==> src/ubx_fpe_pkg.sv <==
package ubx_fpe_pkg;

  // header layout: sync a, sync b, class, id, length low, length high
  localparam int unsigned HDR_LEN = 6;
  localparam int unsigned STORE_SIZE = 1024;

  localparam logic [7:0] SYNC_A = 8'hB5;
  localparam logic [7:0] SYNC_B = 8'h62;

  // configuration register indexes
  localparam int unsigned CFG_IDX_W = 2;
  localparam logic [CFG_IDX_W-1:0] REG_CLASS_SELECT  = 2'd0;
  localparam logic [CFG_IDX_W-1:0] REG_ID_SELECT     = 2'd1;
  localparam logic [CFG_IDX_W-1:0] REG_RECORD_LENGTH = 2'd2;
  localparam int unsigned CFG_DATA_W = 16;

  localparam logic [7:0]  CLASS_SELECT_RST  = 8'd1;
  localparam logic [7:0]  ID_SELECT_RST     = 8'd7;
  localparam logic [15:0] RECORD_LENGTH_RST = 16'd92;

  typedef logic [7:0] byte_t;

endpackage

==> src/ubx_frame_payload_extractor.sv <==
// ubx_frame_payload_extractor
//
// receive bytes arrive on the in_ stream, one item per byte. the block hunts
// for a six-byte frame header (sync pair b5 62, class, id, little-endian
// length). a header whose class and id match cfg registers 0 and 1 and whose
// length plus six fits the store size opens a delivery run: the next
// min(length, record_length) bytes leave on the out_ stream with their offset,
// tlast on the final one and tuser set when the run reached record_length.
// all other bytes (foreign payloads, surplus bytes, checksums) feed the hunt.
//
// throughput: one item per cycle while out_ does not stall, set by the single register
// stage between the window/counter logic and the output register. a delivered
// byte shows on out_ in the cycle after it is accepted.
// stall: the output register holds its item while out_tready is low; during a
// delivery run in_tready then drops, while hunting bytes are still taken.
// reset (rst_n low, synchronous): window empty, hunting, no item pending,
// registers back to class 1, id 7, record length 92.
// configuration: cfg_we writes cfg_data to register cfg_index at the clock
// edge; index 3 is ignored.
module ubx_frame_payload_extractor
  import ubx_fpe_pkg::*;
#(
  // largest frame, header included, that the store takes
  parameter int unsigned STORE_BYTES = STORE_SIZE
)
(
  input  logic                  clk,
  input  logic                  rst_n,
  // input stream
  input  logic                  in_tvalid,
  output logic                  in_tready,
  input  logic [7:0]            in_tdata,   // [7:0] rx_byte
  // result stream
  output logic                  out_tvalid,
  input  logic                  out_tready,
  output logic [23:0]           out_tdata,  // [7:0] payload_byte, [23:8] payload_index
  output logic                  out_tlast,  // last
  output logic                  out_tuser,  // [0] record_full
  // configuration
  input  logic                  cfg_we,
  input  logic [CFG_IDX_W-1:0]  cfg_index,
  input  logic [CFG_DATA_W-1:0] cfg_data
);

  localparam logic [2:0]  LAST_SLOT = 3'(HDR_LEN - 1);
  localparam logic [16:0] STORE_LIM = 17'(STORE_BYTES);

  // configuration registers
  logic [7:0]  class_sel_r;
  logic [7:0]  id_sel_r;
  logic [15:0] rec_len_r;

  // hunt window and delivery state
  byte_t       win_r   [HDR_LEN];
  byte_t       win_nxt [HDR_LEN];
  byte_t       win_new [HDR_LEN];
  logic [2:0]  fill_r, fill_nxt;
  logic        in_pay_r, in_pay_nxt;
  logic [15:0] to_deliver_r, to_deliver_nxt;
  logic [15:0] idx_r, idx_nxt;
  logic        full_r, full_nxt;

  // output register
  logic        out_valid_r;
  logic [7:0]  out_byte_r;
  logic [15:0] out_idx_r;
  logic        out_last_r;
  logic        out_full_r;

  logic        accept;
  logic        out_free;
  logic        is_last;
  logic [15:0] hdr_len;
  logic [15:0] run_len;
  logic        hdr_ok;
  logic        hdr_match;

  assign out_free  = !out_valid_r || out_tready;
  // hunting bytes never produce an item, so they need no room downstream
  assign in_tready = !in_pay_r || out_free;
  assign accept    = in_tvalid && in_tready;

  assign out_tvalid = out_valid_r;
  assign out_tdata  = {out_idx_r, out_byte_r};
  assign out_tlast  = out_last_r;
  assign out_tuser  = out_full_r;

  assign is_last = ({1'b0, idx_r} + 17'd1) >= {1'b0, to_deliver_r};

  // window with the new byte dropped into the next free slot
  always_comb begin
    for (int i = 0; i < HDR_LEN; i++) begin
      win_new[i] = (fill_r == 3'(i)) ? in_tdata : win_r[i];
    end
  end

  assign hdr_len   = {win_new[5], win_new[4]};
  assign hdr_ok    = (win_new[0] == SYNC_A) && (win_new[1] == SYNC_B) &&
                     (({1'b0, hdr_len} + 17'(HDR_LEN)) <= STORE_LIM);
  assign hdr_match = (win_new[2] == class_sel_r) && (win_new[3] == id_sel_r);
  assign run_len   = (hdr_len < rec_len_r) ? hdr_len : rec_len_r;

  always_comb begin
    win_nxt        = win_r;
    fill_nxt       = fill_r;
    in_pay_nxt     = in_pay_r;
    to_deliver_nxt = to_deliver_r;
    idx_nxt        = idx_r;
    full_nxt       = full_r;
    if (accept) begin
      if (in_pay_r) begin
        if (is_last) begin
          in_pay_nxt     = 1'b0;
          idx_nxt        = '0;
          to_deliver_nxt = '0;
          full_nxt       = 1'b0;
        end else begin
          idx_nxt = idx_r + 16'd1;
        end
      end else if (fill_r != LAST_SLOT) begin
        win_nxt  = win_new;
        fill_nxt = fill_r + 3'd1;
      end else if (!hdr_ok) begin
        // drop the oldest byte and keep hunting
        for (int i = 0; i < HDR_LEN - 1; i++) begin
          win_nxt[i] = win_new[i+1];
        end
        win_nxt[HDR_LEN-1] = '0;
        fill_nxt           = LAST_SLOT;
      end else begin
        // good header empties the window
        for (int i = 0; i < HDR_LEN; i++) begin
          win_nxt[i] = '0;
        end
        fill_nxt = '0;
        if (hdr_match && (run_len != 16'd0)) begin
          in_pay_nxt     = 1'b1;
          to_deliver_nxt = run_len;
          idx_nxt        = '0;
          full_nxt       = (run_len == rec_len_r);
        end
      end
    end
  end

  always_ff @(posedge clk) begin
    if (!rst_n) begin
      for (int i = 0; i < HDR_LEN; i++) begin
        win_r[i] <= '0;
      end
      fill_r       <= '0;
      in_pay_r     <= 1'b0;
      to_deliver_r <= '0;
      idx_r        <= '0;
      full_r       <= 1'b0;
    end else begin
      win_r        <= win_nxt;
      fill_r       <= fill_nxt;
      in_pay_r     <= in_pay_nxt;
      to_deliver_r <= to_deliver_nxt;
      idx_r        <= idx_nxt;
      full_r       <= full_nxt;
    end
  end

  // output register control
  always_ff @(posedge clk) begin
    if (!rst_n) begin
      out_valid_r <= 1'b0;
    end else if (accept && in_pay_r) begin
      out_valid_r <= 1'b1;
    end else if (out_tready) begin
      out_valid_r <= 1'b0;
    end
  end

  // output payload
  always_ff @(posedge clk) begin
    if (accept && in_pay_r) begin
      out_byte_r <= in_tdata;
      out_idx_r  <= idx_r;
      out_last_r <= is_last;
      out_full_r <= is_last && full_r;
    end
  end

  // configuration writes
  always_ff @(posedge clk) begin
    if (!rst_n) begin
      class_sel_r <= CLASS_SELECT_RST;
      id_sel_r    <= ID_SELECT_RST;
      rec_len_r   <= RECORD_LENGTH_RST;
    end else if (cfg_we) begin
      unique case (cfg_index)
        REG_CLASS_SELECT:  class_sel_r <= cfg_data[7:0];
        REG_ID_SELECT:     id_sel_r    <= cfg_data[7:0];
        REG_RECORD_LENGTH: rec_len_r   <= cfg_data;
        default: ;
      endcase
    end
  end

endmodule
==> config.mk <==
export PLATFORM = sky130hd
export DESIGN_NAME = ubx_frame_payload_extractor
export DESIGN_NICKNAME = d
export VERILOG_FILES = /design/src/ubx_fpe_pkg.sv /design/src/ubx_frame_payload_extractor.sv
export SDC_FILE = /design/constraint.sdc
export NUM_CORES = 1
export LEC_CHECK = 0
export ABC_AREA = 1
export BUFFER_PORTS_ARGS = -buffer_cell sky130_fd_sc_hd__buf_2
export CORE_UTILIZATION = 60
export DETAILED_ROUTE_END_ITERATION = 6
export GPL_ROUTABILITY_DRIVEN = 0
export PLACE_DENSITY = 0.86
export SLEW_MARGIN = 25
export SYNTH_ARGS = -nofsm -noshare
export SYNTH_HDL_FRONTEND = slang
export SYNTH_SLANG_ARGS = --single-unit
==> constraint.sdc <==
create_clock -name clk -period 7.81 [get_ports clk]
set_input_delay 1.1715 -clock clk [delete_from_list [all_inputs] [get_ports clk]]
set_output_delay 1.1715 -clock clk [all_outputs]
set_load 0.01 [all_outputs]
==> results.ini <==
[global_route]
overflow = 0
grt_max_degree = 112
antenna_found_initial = 0
first_global_vias = 7123
grt_pass1_wl_um = 33100
grtUsageTotal = 0.293

[worst_setup_path]
worstPathMaxFanout = 67
rr_endpoint = idx_r[2]
worstSetupEndpointType = flip-flop
crit_type = reg -> reg
arrival_ns = 4.75
cp.required_ns = 8.13
timing.rr.start = fill_r[1]
r2r_slack_ns = 3.38
worstSetupStartpointType = flip-flop
rr_worst_depth = 19

[placement]
dpl.hpwl_um = 13500
dp_slack_ns = 2.84
placed_cells = 1309
numPortBuffers = 58
placed_cell_area_sq_um = 8260

[clock_network]
ctsLongestPathBuffers = 2
cts-root-buf = clkbuf_16
post_cts.repair.setup_buffers = 0
htreeDepth = 4
cts.sink_count = 144
cts_hold_buf = 0
cts_resized = 0
cts_buffers = 17
cts_tree = yes
insertion_delay_ns = 0.43
clk_pin_slew_ns = 0.06

[hold_path]
holdCritPathClass = reg -> reg
hold_depth = 2
hold_start = win_r[4]
min_to = win_r[4]

[yosys]
ys_seq_elements = 144
syn-instance-count = 1134
synth_seq_area_share = 0.393
yosysUniqueCellTypes = 37
synthFlopType = dfxtp_1
syn_nets = 1198
avgSynthCellArea_sq_um = 7.06
synth_edf_count = 26
yosys_warnings = 0
syn_area_sq_um = 8000
synthArstFlopShare = 0

[floorplan]
dieArea_sq_um = 13800
chipWidth_um = 117
start_util = 0.624
placementRows = 41
core_area_sq_um = 12800
boundaryPins = 59
die-height_um = 117

[cells_and_area]
areaGrowthSynthToFinish_pct = 10.3
layout.nets = 1220
layout-drive-gt1-share = 0.0915
fin_util = 0.688
diodes = 0
finalInstanceArea_sq_um = 8830
final-instance-count-excl-fill = 1341

[pwr]
irDropWorstVdd_uv = 190
power_mw = 1.81
power_density_nw_per_um2 = 205
p_leak_nw = 3.85

[detailed_routing]
wl_um = 19800
first_pass_iters = 6
vias = 7754
via_per_inst = 5.78
post_drt_wl_per_cell_um = 14.8
antenna_left = 0
drc = 0
drt_first_iter_violations = 833

[timing]
rsz0062_at_grt = no
finClkSkew_ns = 0.00739
tightest_slew_ns = 1.02
hold_violations = 0
hold_slack_ns = 0.444
drv_slew = 0
max-slew-margin-rel = 0.316
period_share = 0.568
tns_ns = 0
max_freq_ghz = 0.226
finalSetupViolations = 0
fin_crit_ns = 4.43
fin_ws_ns = 3.38

[run_status]
status = finished clean

[flow_run]
maxCapViolCount = 0

==> sequential cells by signal, indices dropped and copies added, names as in the netlist <==
| name | flops |
|---|---|
| class_sel_r | 8 |
| out_tvalid | 1 |
| id_sel_r | 8 |
| fill_r | 3 |
| out_tuser | 1 |
| out_byte_r | 8 |
| out_idx_r | 16 |
| out_tlast | 1 |
| full_r | 1 |
| idx_r | 16 |
| in_pay_r | 1 |
| to_deliver_r | 16 |
| win_r | 48 |
| rec_len_r | 16 |
==> worst max-delay path by stage <==
stage                      startpoint   endpoint  slack (ns)
after floorplan           in_tdata[3]   idx_r[1]        4.16
after global placement    in_tdata[2]     full_r        2.85
after detailed placement  in_tdata[5]  idx_r[13]        2.84
after CTS                   fill_r[1]   idx_r[2]        3.13
after global routing        fill_r[1]  idx_r[13]        2.89
final                       fill_r[1]   idx_r[2]        3.38
==> cells by family (layout without fill, tap and decap cells) <==
logic type | Yosys count | in the layout | synth area share
xor+xnor | 30 | 30 | 0.0328
flops | 144 | 144 | 0.393
fa+ha+maj | 33 | 33 | 0.0516
buf+inv | 184 | 219 | 0.0946
simple gates | 492 | 492 | 0.259
compound gates | 251 | 251 | 0.169
==> routing by layer <==
| metal | GRT usage | wire [um] |
|---|---|---|
| met3 | 0.0596 | 1190 |
| met2 | 0.498 | 9660 |
| met5 | 0 | 0 |
| met4 | 0.152 | 729 |
| met1 | 0.350 | 8210 |
==> cell type report <==
class                   instances  area (sq um)
flip-flops and latches        144          3140
multi-input cells             806          4110
repair buffers                 63           332
clock buffers                  17           425
inverters                     124           465
clock inverters                15           138
fillers                      1065          4000
well taps                     172           215
==> critical path, cell delays in order (launching register included) <==
cell,delay (ns)
dfxtp_1,0.41
inv_1,0.10
nand3_1,0.10
inv_1,0.31
o21ai_0,0.63
ha_1,0.36
a21oi_1,0.17
o21a_1,0.14
o221a_2,0.47
nand2_4,0.22
nand2_1,0.10
nand2_1,0.10
nor2_1,0.12
nand2_1,0.06
nor2_1,0.12
nand2_1,0.06
nand2_1,0.09
nand2_4,0.36
a21oi_1,0.32
nor2_1,0.07
==> cells in the mapped netlist (all sizes together), types with 2 or more instances <==
master | count | area share
nand2 | 251 | 0.12
inv | 124 | 0.058
dfxtp | 118 | 0.30
nor2 | 111 | 0.052
o21ai | 108 | 0.068
a21oi | 102 | 0.064
nand3 | 86 | 0.054
clkbuf | 36 | 0.017
ha | 33 | 0.052
edfxtp | 26 | 0.098
buf | 24 | 0.020
xor2 | 22 | 0.024
nand4 | 20 | 0.016
a31oi | 16 | 0.013
nor3 | 13 | 0.0081
o211ai | 13 | 0.012
xnor2 | 8 | 0.0088
nor4 | 6 | 0.0047
o221ai | 6 | 0.0066
o21a | 2 | 0.0019
or2 | 2 | 0.0016
==> power breakdown <==
group	internal (mW)	switching (mW)	leakage, nW
Sequential	0.779	0.0176	1.23
Combinational	0.0785	0.166	2.36
Clock	0.439	0.332	0.258
==> cells in the final DEF, fill, tap and decap left out, types with 2 or more instances in the layout <==
cell type and instances:
a21oi_1 102, a31oi_1 16, buf_2 58, buf_4 4
clkbuf_16 17, clkinv_2 2, clkinv_4 4, clkinvlp_4 6
dfxtp_1 118, edfxtp_1 26, ha_1 33, inv_1 122
inv_6 2, nand2_1 245, nand2_2 4, nand2_4 2
nand3_1 85, nand4_1 20, nor2_1 110, nor3_1 13
nor4_1 6, o211ai_1 13, o21a_1 2, o21ai_0 101
o21ai_1 7, o221ai_1 6, or2_2 2, xnor2_1 8
xor2_1 22
Power figures use the tool's default switching activity.
